`config.mk`:
```
export PLATFORM = sky130hd
export DESIGN_NAME = decimal_formatter_with_grouping
export DESIGN_NICKNAME = d
export VERILOG_FILES = /design/src/rtl/dfg_pkg.sv /design/src/rtl/dfg_convert.sv /design/src/rtl/dfg_queue.sv /design/src/rtl/dfg_emit.sv /design/src/rtl/decimal_formatter_with_grouping.sv
export SDC_FILE = /design/constraint.sdc
export NUM_CORES = 1
export LEC_CHECK = 0
export ABC_AREA = 1
export BUFFER_PORTS_ARGS = -buffer_cell sky130_fd_sc_hd__buf_2
export CORE_UTILIZATION = 40
export CTS_BUF_LIST = sky130_fd_sc_hd__clkbuf_8
export DETAILED_ROUTE_END_ITERATION = 8
export PLACE_DENSITY = 0.67
export RECOVER_POWER = 25
export SLEW_MARGIN = 10
export SYNTH_ARGS = -nofsm -noshare
export SYNTH_HDL_FRONTEND = slang
export SYNTH_HIERARCHICAL = 1
export SYNTH_SLANG_ARGS = --single-unit
```
`constraint.sdc`:
```
create_clock -name clk -period 11.33 [get_ports clk]
set_input_delay 1.133 -clock clk [delete_from_list [all_inputs] [get_ports clk]]
set_output_delay 1.133 -clock clk [all_outputs]
set_load 0.01 [all_outputs]
```
`src/rtl/dfg_pkg.sv`:
```
// ----------------------------------------------------------------------------
// Decimal formatter package
// Shared constants, register indexes and the format configuration type.
// ----------------------------------------------------------------------------
package dfg_pkg;

  localparam int VALUE_W       = 64;
  localparam int BCD_DIGITS    = 20;
  localparam int BCD_W         = 4 * BCD_DIGITS;
  localparam int BITS_PER_STEP = 3;
  localparam int BIN_W         = 66;
  localparam int STEPS         = BIN_W / BITS_PER_STEP;
  localparam int STEP_W        = $clog2(STEPS);
  localparam int NARROW_DIGITS = 10;
  localparam int CHAR_W        = 8;

  localparam logic [CHAR_W-1:0] CH_SPACE = 8'h20;
  localparam logic [CHAR_W-1:0] CH_COMMA = 8'h2c;
  localparam logic [CHAR_W-1:0] CH_ZERO  = 8'h30;

  localparam int CFG_ADDR_W = 4;
  localparam int CFG_DATA_W = 32;

  localparam logic [1:0] REG_WIDE_MODE   = 2'd0;
  localparam logic [1:0] REG_GROUP_SEP   = 2'd1;
  localparam logic [1:0] REG_STRIP_LEAD  = 2'd2;

  typedef struct packed {
    logic wide_mode;
    logic group_separators;
    logic strip_leading;
  } fmt_cfg_t;

endpackage

```
`src/rtl/dfg_convert.sv`:
```
// ----------------------------------------------------------------------------
// Decimal formatter front end
// Takes numbers, converts each to twenty BCD digits, three bits per cycle.
// ----------------------------------------------------------------------------
module dfg_convert
  import dfg_pkg::*;
#(
  parameter int DIG_W = 80
) (
  input  logic               clk,
  input  logic               rst_n,
  input  logic               in_tvalid,
  output logic               in_tready,
  input  logic [VALUE_W-1:0] in_tdata,
  output logic               q_valid,
  input  logic               q_ready,
  output logic [DIG_W-1:0]   q_data
);

  logic [VALUE_W-1:0] hold_r;
  logic               hold_v_r;
  logic               busy_r;
  logic               done_r;
  logic [STEP_W-1:0]  cnt_r;
  logic [BIN_W-1:0]   bin_r;
  logic [BCD_W-1:0]   bcd_r;
  logic [BIN_W-1:0]   bin_nxt;
  logic [BCD_W-1:0]   bcd_nxt;
  logic               start;

  assign in_tready = !hold_v_r;
  assign start     = hold_v_r && !busy_r && (!done_r || q_ready);
  assign q_valid   = done_r;
  assign q_data    = bcd_r[DIG_W-1:0];

  always_comb begin
    logic [BCD_W-1:0] b;
    logic [BIN_W-1:0] v;
    b = bcd_r;
    v = bin_r;
    for (int k = 0; k < BITS_PER_STEP; k++) begin
      for (int d = 0; d < BCD_DIGITS; d++) begin
        if (b[4*d +: 4] >= 4'd5) begin
          b[4*d +: 4] = b[4*d +: 4] + 4'd3;
        end
      end
      {b, v} = {b[BCD_W-2:0], v, 1'b0};
    end
    bcd_nxt = b;
    bin_nxt = v;
  end

  always_ff @(posedge clk) begin
    if (!rst_n) begin
      hold_v_r <= 1'b0;
      busy_r   <= 1'b0;
      done_r   <= 1'b0;
      cnt_r    <= '0;
    end else begin
      if (in_tvalid && in_tready) begin
        hold_v_r <= 1'b1;
      end else if (start) begin
        hold_v_r <= 1'b0;
      end
      if (done_r && q_ready) begin
        done_r <= 1'b0;
      end
      if (start) begin
        busy_r <= 1'b1;
        cnt_r  <= '0;
      end else if (busy_r) begin
        cnt_r <= cnt_r + 1'b1;
        if (cnt_r == STEP_W'(STEPS - 1)) begin
          busy_r <= 1'b0;
          done_r <= 1'b1;
        end
      end
    end
  end

  always_ff @(posedge clk) begin
    if (in_tvalid && in_tready) begin
      hold_r <= in_tdata;
    end
    if (start) begin
      bin_r <= {{(BIN_W - VALUE_W){1'b0}}, hold_r};
      bcd_r <= '0;
    end else if (busy_r) begin
      bin_r <= bin_nxt;
      bcd_r <= bcd_nxt;
    end
  end

  a_busy_not_done: assert property (@(posedge clk) disable iff (!rst_n)
    busy_r |-> !done_r)
    else $error("converter busy while a result is pending");

endmodule

```
`src/rtl/dfg_queue.sv`:
```
// ----------------------------------------------------------------------------
// Decimal formatter queue
// Two-entry register queue between the converter and the character emitter.
// ----------------------------------------------------------------------------
module dfg_queue
  import dfg_pkg::*;
#(
  parameter int W = 80
) (
  input  logic         clk,
  input  logic         rst_n,
  input  logic         push_valid,
  output logic         push_ready,
  input  logic [W-1:0] push_data,
  output logic         pop_valid,
  input  logic         pop_ready,
  output logic [W-1:0] pop_data
);

  logic [W-1:0] mem_r [2];
  logic         wr_ptr_r;
  logic         rd_ptr_r;
  logic [1:0]   count_r;
  logic         do_push;
  logic         do_pop;

  assign push_ready = (count_r != 2'd2);
  assign pop_valid  = (count_r != 2'd0);
  assign pop_data   = mem_r[rd_ptr_r];
  assign do_push    = push_valid && push_ready;
  assign do_pop     = pop_valid && pop_ready;

  always_ff @(posedge clk) begin
    if (!rst_n) begin
      wr_ptr_r <= 1'b0;
      rd_ptr_r <= 1'b0;
      count_r  <= 2'd0;
    end else begin
      if (do_push) begin
        wr_ptr_r <= !wr_ptr_r;
      end
      if (do_pop) begin
        rd_ptr_r <= !rd_ptr_r;
      end
      if (do_push && !do_pop) begin
        count_r <= count_r + 2'd1;
      end else if (do_pop && !do_push) begin
        count_r <= count_r - 2'd1;
      end
    end
  end

  always_ff @(posedge clk) begin
    if (do_push) begin
      mem_r[wr_ptr_r] <= push_data;
    end
  end

endmodule

```
`src/rtl/dfg_emit.sv`:
```
// ----------------------------------------------------------------------------
// Decimal formatter back end
// Walks the digits of one number and emits digits, commas and, unless stripped, blanks.
// ----------------------------------------------------------------------------
module dfg_emit
  import dfg_pkg::*;
#(
  parameter int MAX_DIGITS = 20
) (
  input  logic                    clk,
  input  logic                    rst_n,
  input  fmt_cfg_t                cfg,
  input  logic                    pop_valid,
  output logic                    pop_ready,
  input  logic [4*MAX_DIGITS-1:0] pop_data,
  output logic                    out_tvalid,
  input  logic                    out_tready,
  output logic [CHAR_W-1:0]       out_tdata,
  output logic                    out_tlast
);

  localparam int DIG_W = 4 * MAX_DIGITS;
  localparam int RW    = $clog2(MAX_DIGITS);
  localparam logic [1:0] TOP_M3    = 2'((MAX_DIGITS - 1) % 3);
  localparam logic [1:0] NARROW_M3 = 2'((NARROW_DIGITS - 1) % 3);
  localparam int NARROW_SH = 4 * (MAX_DIGITS - NARROW_DIGITS);

  logic              busy_r;
  logic              in_comma_r;
  logic              seen_r;
  logic [RW-1:0]     r_r;
  logic [1:0]        m3_r;
  logic [DIG_W-1:0]  sh_r;
  logic              out_valid_r;
  logic [CHAR_W-1:0] out_char_r;
  logic              out_last_r;

  logic [3:0]        digit;
  logic              seen_post;
  logic              blank;
  logic              emit;
  logic              has_comma;
  logic              is_last;
  logic              step;
  logic              load;
  logic [CHAR_W-1:0] ch;

  assign digit      = sh_r[DIG_W-1 -: 4];
  assign seen_post  = seen_r || (digit != 4'd0) || (r_r == '0);
  assign blank      = in_comma_r ? !seen_r : !seen_post;
  assign ch         = blank ? CH_SPACE : (in_comma_r ? CH_COMMA : (CH_ZERO + {4'd0, digit}));
  assign emit       = !(cfg.strip_leading && blank);
  assign has_comma  = cfg.group_separators && (r_r != '0) && (m3_r == 2'd0);
  assign is_last    = !in_comma_r && (r_r == '0);
  assign step       = busy_r && (!out_valid_r || out_tready);
  assign pop_ready  = !busy_r || (step && is_last);
  assign load       = pop_valid && pop_ready;

  assign out_tvalid = out_valid_r;
  assign out_tdata  = out_char_r;
  assign out_tlast  = out_last_r;

  always_ff @(posedge clk) begin
    if (!rst_n) begin
      busy_r      <= 1'b0;
      in_comma_r  <= 1'b0;
      out_valid_r <= 1'b0;
    end else begin
      if (step && emit) begin
        out_valid_r <= 1'b1;
      end else if (out_tready) begin
        out_valid_r <= 1'b0;
      end
      if (load) begin
        busy_r     <= 1'b1;
        in_comma_r <= 1'b0;
      end else if (step) begin
        if (is_last) begin
          busy_r <= 1'b0;
        end
        in_comma_r <= !in_comma_r && has_comma;
      end
    end
  end

  always_ff @(posedge clk) begin
    if (step && emit) begin
      out_char_r <= ch;
      out_last_r <= is_last;
    end
    if (load) begin
      seen_r <= 1'b0;
      if (cfg.wide_mode) begin
        r_r  <= RW'(MAX_DIGITS - 1);
        m3_r <= TOP_M3;
        sh_r <= pop_data;
      end else begin
        r_r  <= RW'(NARROW_DIGITS - 1);
        m3_r <= NARROW_M3;
        sh_r <= pop_data << NARROW_SH;
      end
    end else if (step) begin
      if (!in_comma_r) begin
        seen_r <= seen_post;
      end
      if (in_comma_r || !has_comma) begin
        r_r  <= r_r - 1'b1;
        m3_r <= (m3_r == 2'd0) ? 2'd2 : m3_r - 2'd1;
        sh_r <= sh_r << 4;
      end
    end
  end

  a_load_at_end: assert property (@(posedge clk) disable iff (!rst_n)
    (load && busy_r) |-> (r_r == '0 && !in_comma_r))
    else $error("new number loaded before the previous one finished");

  a_comma_busy: assert property (@(posedge clk) disable iff (!rst_n)
    in_comma_r |-> busy_r)
    else $error("comma slot outside a number");

  a_last_is_digit: assert property (@(posedge clk) disable iff (!rst_n)
    (out_tvalid && out_tlast) |-> (out_tdata != CH_SPACE && out_tdata != CH_COMMA))
    else $error("final character is not a digit");

endmodule

```
`src/rtl/decimal_formatter_with_grouping.sv`:
```
// ----------------------------------------------------------------------------
// Decimal formatter with grouping
// Converts 64-bit unsigned numbers to ASCII decimal text with optional commas.
// ----------------------------------------------------------------------------
// Numbers overlap: the converter can accept a new number while it is still
// converting the previous one, and the emitter takes another number from the
// queue as it steps through the last character of the current one. The emitter
// steps through each digit and comma position (up to 26), including blanks
// skipped in strip mode.
// Reset: registers go to wide_mode 1, group_separators 1, strip_leading 0,
// and the converter, queue and emitter are emptied.
module decimal_formatter_with_grouping
  import dfg_pkg::*;
#(
  parameter int MAX_DIGITS = 20
) (
  input  logic                  clk,
  input  logic                  rst_n,
  input  logic                  in_tvalid,
  output logic                  in_tready,
  input  logic [VALUE_W-1:0]    in_tdata,    // value
  output logic                  out_tvalid,
  input  logic                  out_tready,
  output logic [CHAR_W-1:0]     out_tdata,   // character
  output logic                  out_tlast,
  input  logic                  cfg_psel,
  input  logic                  cfg_penable,
  input  logic                  cfg_pwrite,
  input  logic [CFG_ADDR_W-1:0] cfg_paddr,
  input  logic [CFG_DATA_W-1:0] cfg_pwdata,
  output logic [CFG_DATA_W-1:0] cfg_prdata,
  output logic                  cfg_pready
);

  localparam int DIG_W = 4 * MAX_DIGITS;

  fmt_cfg_t          cfg_r;
  logic              cfg_wr;
  logic [1:0]        reg_idx;
  logic              q_in_valid;
  logic              q_in_ready;
  logic [DIG_W-1:0]  q_in_data;
  logic              q_out_valid;
  logic              q_out_ready;
  logic [DIG_W-1:0]  q_out_data;

  assign cfg_pready = 1'b1;
  assign cfg_wr     = cfg_psel && cfg_penable && cfg_pwrite && cfg_pready;
  assign reg_idx    = cfg_paddr[3:2];

  always_ff @(posedge clk) begin
    if (!rst_n) begin
      cfg_r.wide_mode        <= 1'b1;
      cfg_r.group_separators <= 1'b1;
      cfg_r.strip_leading    <= 1'b0;
    end else if (cfg_wr) begin
      case (reg_idx)
        REG_WIDE_MODE:  cfg_r.wide_mode        <= cfg_pwdata[0];
        REG_GROUP_SEP:  cfg_r.group_separators <= cfg_pwdata[0];
        REG_STRIP_LEAD: cfg_r.strip_leading    <= cfg_pwdata[0];
        default: ;
      endcase
    end
  end

  always_comb begin
    case (reg_idx)
      REG_WIDE_MODE:  cfg_prdata = {{(CFG_DATA_W-1){1'b0}}, cfg_r.wide_mode};
      REG_GROUP_SEP:  cfg_prdata = {{(CFG_DATA_W-1){1'b0}}, cfg_r.group_separators};
      REG_STRIP_LEAD: cfg_prdata = {{(CFG_DATA_W-1){1'b0}}, cfg_r.strip_leading};
      default:        cfg_prdata = '0;
    endcase
  end

  dfg_convert #(
    .DIG_W (DIG_W)
  ) u_convert (
    .clk       (clk),
    .rst_n     (rst_n),
    .in_tvalid (in_tvalid),
    .in_tready (in_tready),
    .in_tdata  (in_tdata),
    .q_valid   (q_in_valid),
    .q_ready   (q_in_ready),
    .q_data    (q_in_data)
  );

  dfg_queue #(
    .W (DIG_W)
  ) u_queue (
    .clk        (clk),
    .rst_n      (rst_n),
    .push_valid (q_in_valid),
    .push_ready (q_in_ready),
    .push_data  (q_in_data),
    .pop_valid  (q_out_valid),
    .pop_ready  (q_out_ready),
    .pop_data   (q_out_data)
  );

  dfg_emit #(
    .MAX_DIGITS (MAX_DIGITS)
  ) u_emit (
    .clk        (clk),
    .rst_n      (rst_n),
    .cfg        (cfg_r),
    .pop_valid  (q_out_valid),
    .pop_ready  (q_out_ready),
    .pop_data   (q_out_data),
    .out_tvalid (out_tvalid),
    .out_tready (out_tready),
    .out_tdata  (out_tdata),
    .out_tlast  (out_tlast)
  );

endmodule

```
==> results.toml, run 1 <==
[hold_path]
holdCritPathClass = "reg2reg"
hp-start = "u_convert/bin_r[61]$_DFFE_PP_"
min_to = "u_convert/bin_r[64]$_SDFFE_PP0P_"
holdPathStages = 2

[clocking]
cts_root_buffer = "clkbuf_8"
tritoncts = "yes"
clk_latency_ps = 660
clk_path_buf_depth = 3
clkSinkCount = 483
htree_levels = 3
cts-hold-fix-buffers = 0
clk_pin_slew_ps = 60
cts_buffers = 77
post-cts-setup-buffers = 0
post_cts_resized = 0

[final_layout]
n_antenna_cell = 0
final_cells = 3661
multiInputGateArea_mm2 = 0.0106
drive_above_1_share = 0.200
synthToLayoutAreaGrowth_pct = 9.49
n_fill_cell = 6039
final_core_util = 0.445
regArea_mm2 = 0.0135
fin_area_mm2 = 0.0282
nets = 2928

[synth]
syn_inst = 2652
synth_top_flop_cell = "edfxtp_1"
async_flop_share = 0
synthTopCellsByCount = "nand2_1 (902), edfxtp_1 (381), inv_1 (237), nand3_1 (109), nand2_2 (104)"
synth_area_mm2 = 0.0257
ys_seq_elements = 483
synth_cell_types = 46
yosys-top-cells-area = "edfxtp_1 (44%), nand2_1 (13%), dfxtp_1 (7.9%), mux2_4 (4.7%), inv_1 (3.5%)"
yosysTopAreaCell = "edfxtp_1"
synth_edf_count = 381
ys_seq_area_frac = 0.524
synth_area_per_cell_um2 = 9.70
ys_warn_count = 6
yosysMostFrequentCell = "nand2_1"
yosys.area.top_type_share = 0.445

[global_route]
grt_max_degree = 101
antenna_found_initial = 2
grt-ovfl-total = 0
grt_pass1_wl_um = 81000
track_usage = 0.151
grt_pass1_vias = 16500

[power]
clockPowerShare = 0.177
seqPwrFrac = 0.347
p_int_w = 0.00450
leakagePower_nw = 13.0
comb_power_share = 0.476
switching_share = 0.430
p_per_area_mw_per_mm2 = 281
vdd_drop_max_mv = 0.144
p_sw_w = 0.00340

[routing]
wirelength_um = 49400
drt-initial-drc-count = 1014
post_drt_via_cell_ratio = 4.77
drc = 0
firstDrtPassIters = 5
antenna_left = 0
vias = 17400
wl_per_cell_um = 13.5

[setup_path]
cp_max_fo = 77
r2r_start = "u_emit/r_r[0]$_SDFFCE_PP1P_"
cp.arrival_ps = 2070
critPathRequiredTime_ps = 10200
reg2reg_to = "u_emit/sh_r[15]$_DFFE_PP_"
path_cells = "buf_4 > nand2_1 > nand3_1 > buf_2"
r2r_slack_ps = 8260
path_class = "reg2out"
worst_r2r_path_depth = 7
slowest_stage = "buf_4"
endpoint_kind = "output pin"
critPathMaxStageDelay_ps = 730
start_kind = "flop"

[timing]
fin_crit_ps = 3200
setup_tns_ps = 0
tightestPinTransition_ps = 1130
final_max_slew_viol_count = 0
setup-violations-final = 0
fin_crit_sh = 0.283
rsz0062_at_grt = "false"
maxSlewHeadroom = 0.244
final-hold-violation-count = 0
finClkSkew_ps = 37.9
max_freq_ghz = 0.312

[floorplanning]
start_util = 0.406
rows = 92
core_mm2 = 0.0633
die_area_mm2 = 0.0653
ios = 151
die_h_um = 256
die_w_um = 256

[placement]
dp_hpwl_um = 32100
portBuffers = 82
postPlaceCellArea_mm2 = 0.0267
dp_cells = 3521
finalWeightedCongestion = 0.778

[run_status]
status = "finished clean"

[flow_run]
maxCapViolCount = 0
layer usage:
layer | wire length [um] | global-route usage
met5 | 8 | 0
met4 | 1010 | 0.0451
met3 | 2470 | 0.0304
met2 | 22700 | 0.248
met1 | 23200 | 0.201
state kept, by name, summed over array words and instances (netlist names), 2 cells and up, named ones only:
register	flops
u_convert/q_data	80
u_emit/sh_r	80
u_queue/count_r	2
u_convert/hold_r	64
u_emit/m3_r	2
u_emit/r_r	5
u_queue/mem_r	160
u_emit/out_tdata	5
cfg_r	3
u_convert/cnt_r	5
u_convert/bin_r	66
cell families after synthesis:
family          after synthesis  share of synthesized area
flops                       483                      0.524
compound gates              226                     0.0529
fa+ha+maj                    67                     0.0326
other cells                   4                   0.000584
mux                         116                     0.0607
xor+xnor                     18                    0.00613
simple gates               1364                      0.254
buf+inv                     374                     0.0683
metrics by stage:
step / total power (W) / setup slack [ps] / hold WS [ps]
floorplan: 0.00591 / 6910 / 445
global placement: 0.00648 / 7720 / 461
detailed placement: 0.00654 / 7710 / 459
CTS: 0.00798 / 7970 / 474
global route: 0.00861 / 7860 / 492
finish: 0.00790 / 8130 / 471
worst max-delay path by stage:
stage / from / end / slack (ps)
2_1_floorplan: u_queue/count_r[0]$_SDFFE_PN0P_ / u_queue/mem_r[0][0]$_DFFE_PP_ / 6910
3_3_place_gp: out_tready / u_emit/sh_r[59]$_DFFE_PP_ / 7720
3_5_place_dp: out_tready / u_emit/sh_r[59]$_DFFE_PP_ / 7710
4_1_cts: cfg_r[2]$_SDFFE_PN1P_ / cfg_prdata[0] / 7970
5_1_grt: cfg_r[2]$_SDFFE_PN1P_ / cfg_prdata[0] / 7860
6_report: cfg_r[2]$_SDFFE_PN1P_ / cfg_prdata[0] / 8130
layout by cell type (no fill, tap or decap), drive strengths merged:
master and instances:
mux2 80, nor3 4, inv 311, dfxtp 102
clkinvlp 2, o21bai 5, mux2i 36, nand2 1044
a21oi 48, nor3b 1, ha 67, xnor2 2
nand3 169, clkbuf 87, nor2 67, edfxtp 381
clkinv 13, nand4 63, xor2 16, conb 35
o21a 1, nand3b 12, buf 91, o211ai 4
nor4 1, a31oi 1, a22oi 3, o22ai 19
bufinv 2, o21ai 145, or2 3
worst max-delay path, delay by kind of cell, from the launching register on:
kind	cells	cell delay, ps
buffers and inverters	2	860
flip-flops	1	330
AND/OR/NAND/NOR	2	220
power by group through the flow:
stage	combinational, W	clock (W)	sequential (W)
after floorplan	0.00322	0	0.00269
after global placement	0.00371	0	0.00277
after detailed placement	0.00377	0	0.00278
after CTS	0.00378	0.00145	0.00275
after global routing	0.00430	0.00152	0.00279
final	0.00376	0.00140	0.00274
layout make-up:
type,count,share of cell area
sequential,483,0.479
clock inverter,57,0.0109
timing repair buffer,95,0.0179
multi-input combinational,1826,0.378
clock buffer,83,0.0406
tap,846,0.0376
inverter,271,0.0362
Note: power is estimated with default switching activity, not from simulation.
==> run 2, diff against run 1 <==
--- a/config.mk
+++ b/config.mk
@@ -5,12 +5,12 @@
 export SDC_FILE = /design/constraint.sdc
 export NUM_CORES = 1
 export LEC_CHECK = 0
-export ABC_AREA = 1
+export ABC_AREA = 0
 export BUFFER_PORTS_ARGS = -buffer_cell sky130_fd_sc_hd__buf_2
 export CORE_UTILIZATION = 40
 export CTS_BUF_LIST = sky130_fd_sc_hd__clkbuf_8
 export DETAILED_ROUTE_END_ITERATION = 8
-export PLACE_DENSITY = 0.67
+export PLACE_DENSITY = 0.69
 export RECOVER_POWER = 25
 export SLEW_MARGIN = 10
 export SYNTH_ARGS = -nofsm -noshare
==> constraint.sdc (replaced) <==
create_clock -name clk -period 2.6 [get_ports clk]
set_input_delay 0.26 -clock clk [delete_from_list [all_inputs] [get_ports clk]]
set_output_delay 0.26 -clock clk [all_outputs]
set_load 0.01 [all_outputs]
==> run 2 against run 1 <==
Against the previous run: the run now ends with setup timing left; utilization grew 5.9 points; clock power grew to 4.6 times the previous value; wire length grew 19%; total power grew to 4.2 times the previous value; synthesized area shrank 1.6%; non-clock buffer count grew 261.
==> results.toml, run 2 <==
[run_status]
status = "finished, violations left"
failed_checks = "setup timing"

[routing]
wl_per_cell_um = 16.8
drt-initial-drc-count = 1289
post_drt_via_cell_ratio = 5.41
wirelength_um = 58800
drc = 0
vias = 18900
antenna_left = 0
firstDrtPassIters = 6

[global_route]
use_met3 = 0.0301
grt_max_degree = 81
grt_util_met2 = 0.312
use_met1 = 0.207
grt_pass1_vias = 18800
antenna_found_initial = 0
grt_pass1_wl_um = 91200
grt-ovfl-total = 0
track_usage = 0.175
gr-max-usage-layer = "met2"

[floorplanning]
ios = 151
rows = 91
core_mm2 = 0.0622
die_h_um = 254
start_util = 0.407
die_area_mm2 = 0.0643
die_w_um = 254

[hold_path]
min_to = "u_convert/hold_r[50]$_DFFE_PP_"
holdPathStages = 2
hp-start = "in_tdata[50]"
holdCritPathClass = "in2reg"

[setup_path]
endpoint_kind = "flop"
critPathRequiredTime_ps = 3210
reg2reg_to = "u_convert/q_data[78]$_SDFFE_PP0P_"
path_cells = "inv_2 > ha_4 > nand2b_4 > a211oi_2 > o211ai_1 > nand2_1 > xor2_2 > inv_1 > ha_2 > o31a_1 > a221oi_2 > mux2i_1 > a22o_1"
path_class = "reg2reg"
cp.arrival_ps = 3470
critPathMaxStageDelay_ps = 330
worst_r2r_path_depth = 13
cp_max_fo = 3
slowest_stage = "dfxtp_2"
start_kind = "flop"
r2r_start = "u_convert/q_data[73]$_SDFFE_PP0P_"
r2r_slack_ps = -260

[synth]
yosysMostFrequentCell = "edfxtp_1"
synth_edf_count = 381
syn_inst = 2247
ys_warn_count = 6
async_flop_share = 0
yosys-top-cells-area = "edfxtp_1 (45%), dfxtp_1 (8.1%), mux2_2 (7.0%), nand2_1 (5.0%), ha_1 (3.3%)"
synth_area_mm2 = 0.0253
synth_top_flop_cell = "edfxtp_1"
yosys.area.top_type_share = 0.452
synth_cell_types = 84
ys_seq_elements = 483
synth_area_per_cell_um2 = 11.3
ys_seq_area_frac = 0.533
yosysTopAreaCell = "edfxtp_1"
synthTopCellsByCount = "edfxtp_1 (381), nand2_1 (334), mux2_2 (157), o21ai_0 (118), nor2_1 (117)"

[final_layout]
largest_reg_flops = 160
synthToLayoutAreaGrowth_pct = 23.6
final_core_util = 0.503
drive_above_1_share = 0.311
final_common_cell = "edfxtp_1"
n_antenna_cell = 0
nets = 2768
final_cell_mix = "edfxtp_1 (381), nand2_1 (327), mux2_2 (157), buf_4 (143), nor2_1 (109)"
n_fill_cell = 5405
largest_register = "u_queue/mem_r"

[placement]
dp_hpwl_um = 37100
dp_slack_ps = -327
portBuffers = 82
finalWeightedCongestion = 0.825

[timing]
fin_crit_sh = 1.10
setup-violations-final = 6
maxSlewHeadroom = 0.527
tightestPinTransition_ps = 708
final-hold-violation-count = 0
max_freq_ghz = 0.349
finClkSkew_ps = 33.7
fin_crit_ps = 2860
setup_slack_ps = -263
final_max_slew_viol_count = 0
rsz0062_at_grt = "true"

[clocking]
clkSinkCount = 483
clk_pin_slew_ps = 60
tritoncts = "yes"
htree_levels = 3
clk_latency_ps = 660
cts_root_buffer = "clkbuf_8"
clk_path_buf_depth = 3
cts_buffers = 80

[power]
vdd_drop_max_mv = 0.525
p_total_w = 0.0329
leakagePower_nw = 11.7
p_per_area_mw_per_mm2 = 1050

[flow_run]
maxCapViolCount = 0
run 2: layout make-up:
type,count,area [um^2],area share
Sequential cell,483,13500,0.431
Multi-Input combinational cell,1594,12200,0.389
Timing Repair Buffer,356,2750,0.0878
Clock buffer,84,1160,0.0369
Tap cell,837,1050,0.0335
Clock inverter,65,370,0.0118
Inverter,79,308,0.00984
run 2: where the power goes:
group	switching, W	internal [W]	total (W)
sequential	0.000835	0.00936	0.0102
combinational	0.00890	0.00737	0.0163
clock	0.00309	0.00332	0.00641
total	0.0128	0.0201	0.0329
run 2: worst max path at each step:
stage          slack [ps]                               from  cells after the start                                end
2_1_floorplan        -520        u_emit/r_r[0]$_SDFFCE_PP1P_                      6           u_emit/m3_r[0]$_DFFE_PP_
3_3_place_gp         -220  u_convert/q_data[72]$_SDFFE_PP0P_                     15  u_convert/q_data[78]$_SDFFE_PP0P_
3_5_place_dp         -330  u_convert/q_data[72]$_SDFFE_PP0P_                     14  u_convert/q_data[78]$_SDFFE_PP0P_
4_1_cts              -260  u_convert/q_data[77]$_SDFFE_PP0P_                     15  u_convert/q_data[78]$_SDFFE_PP0P_
5_1_grt              -410  u_convert/q_data[73]$_SDFFE_PP0P_                     13  u_convert/q_data[78]$_SDFFE_PP0P_
6_report             -260  u_convert/q_data[73]$_SDFFE_PP0P_                     13  u_convert/q_data[78]$_SDFFE_PP0P_
run 2: routing by layer:
layer  up-vias  part of all wire
met3       155             0.045
met5         -                 0
met4         0             0.036
met1      9213              0.41
met2       562              0.51
li1       9003                 -
run 2: stage by stage:
step                      setup TNS, ps  hold WS, ps  std cells  area (um^2)
after floorplan                  -45660          359       2278        25500
after global placement             -420          436       3245        27900
after detailed placement          -1050          438       3245        27900
after CTS                          -479          247       3478        30400
after global routing              -3420          272       3498        31300
final                              -610          310       3498        31300
run 2: kinds of logic after synthesis:
group / after synthesis / share of synthesized area
adder cells (fa/ha/maj): 67 / 0.0331
AND/OR/NAND/NOR: 709 / 0.135
flip-flops: 483 / 0.533
buffers and inverters: 201 / 0.0389
XOR/XNOR: 49 / 0.0177
other: 4 / 0.000593
multiplexers: 225 / 0.0976
AO/OA/AOI/OAI: 509 / 0.144
run 2: repair_timing:
item / in CTS / in global routing
gates resized for setup: 52 / 217
pin swaps: 17 / 51
endpoints found under the hold margin: 78 / 0
setup buffers: 10 / 21
hold buffers: 74 / 0
endpoints found under the setup margin: 28 / 69
run 2: critical path: cells and delay by family (launching register included):
family,cells,cell delay [ps]
and+or+nand+nor,2,280
xor gates and xnor gates,1,220
muxes,1,220
AOI/OAI and AO/OA,5,1250
DFF,1,330
buffers and inverters,2,130
adders and majority gates,2,360
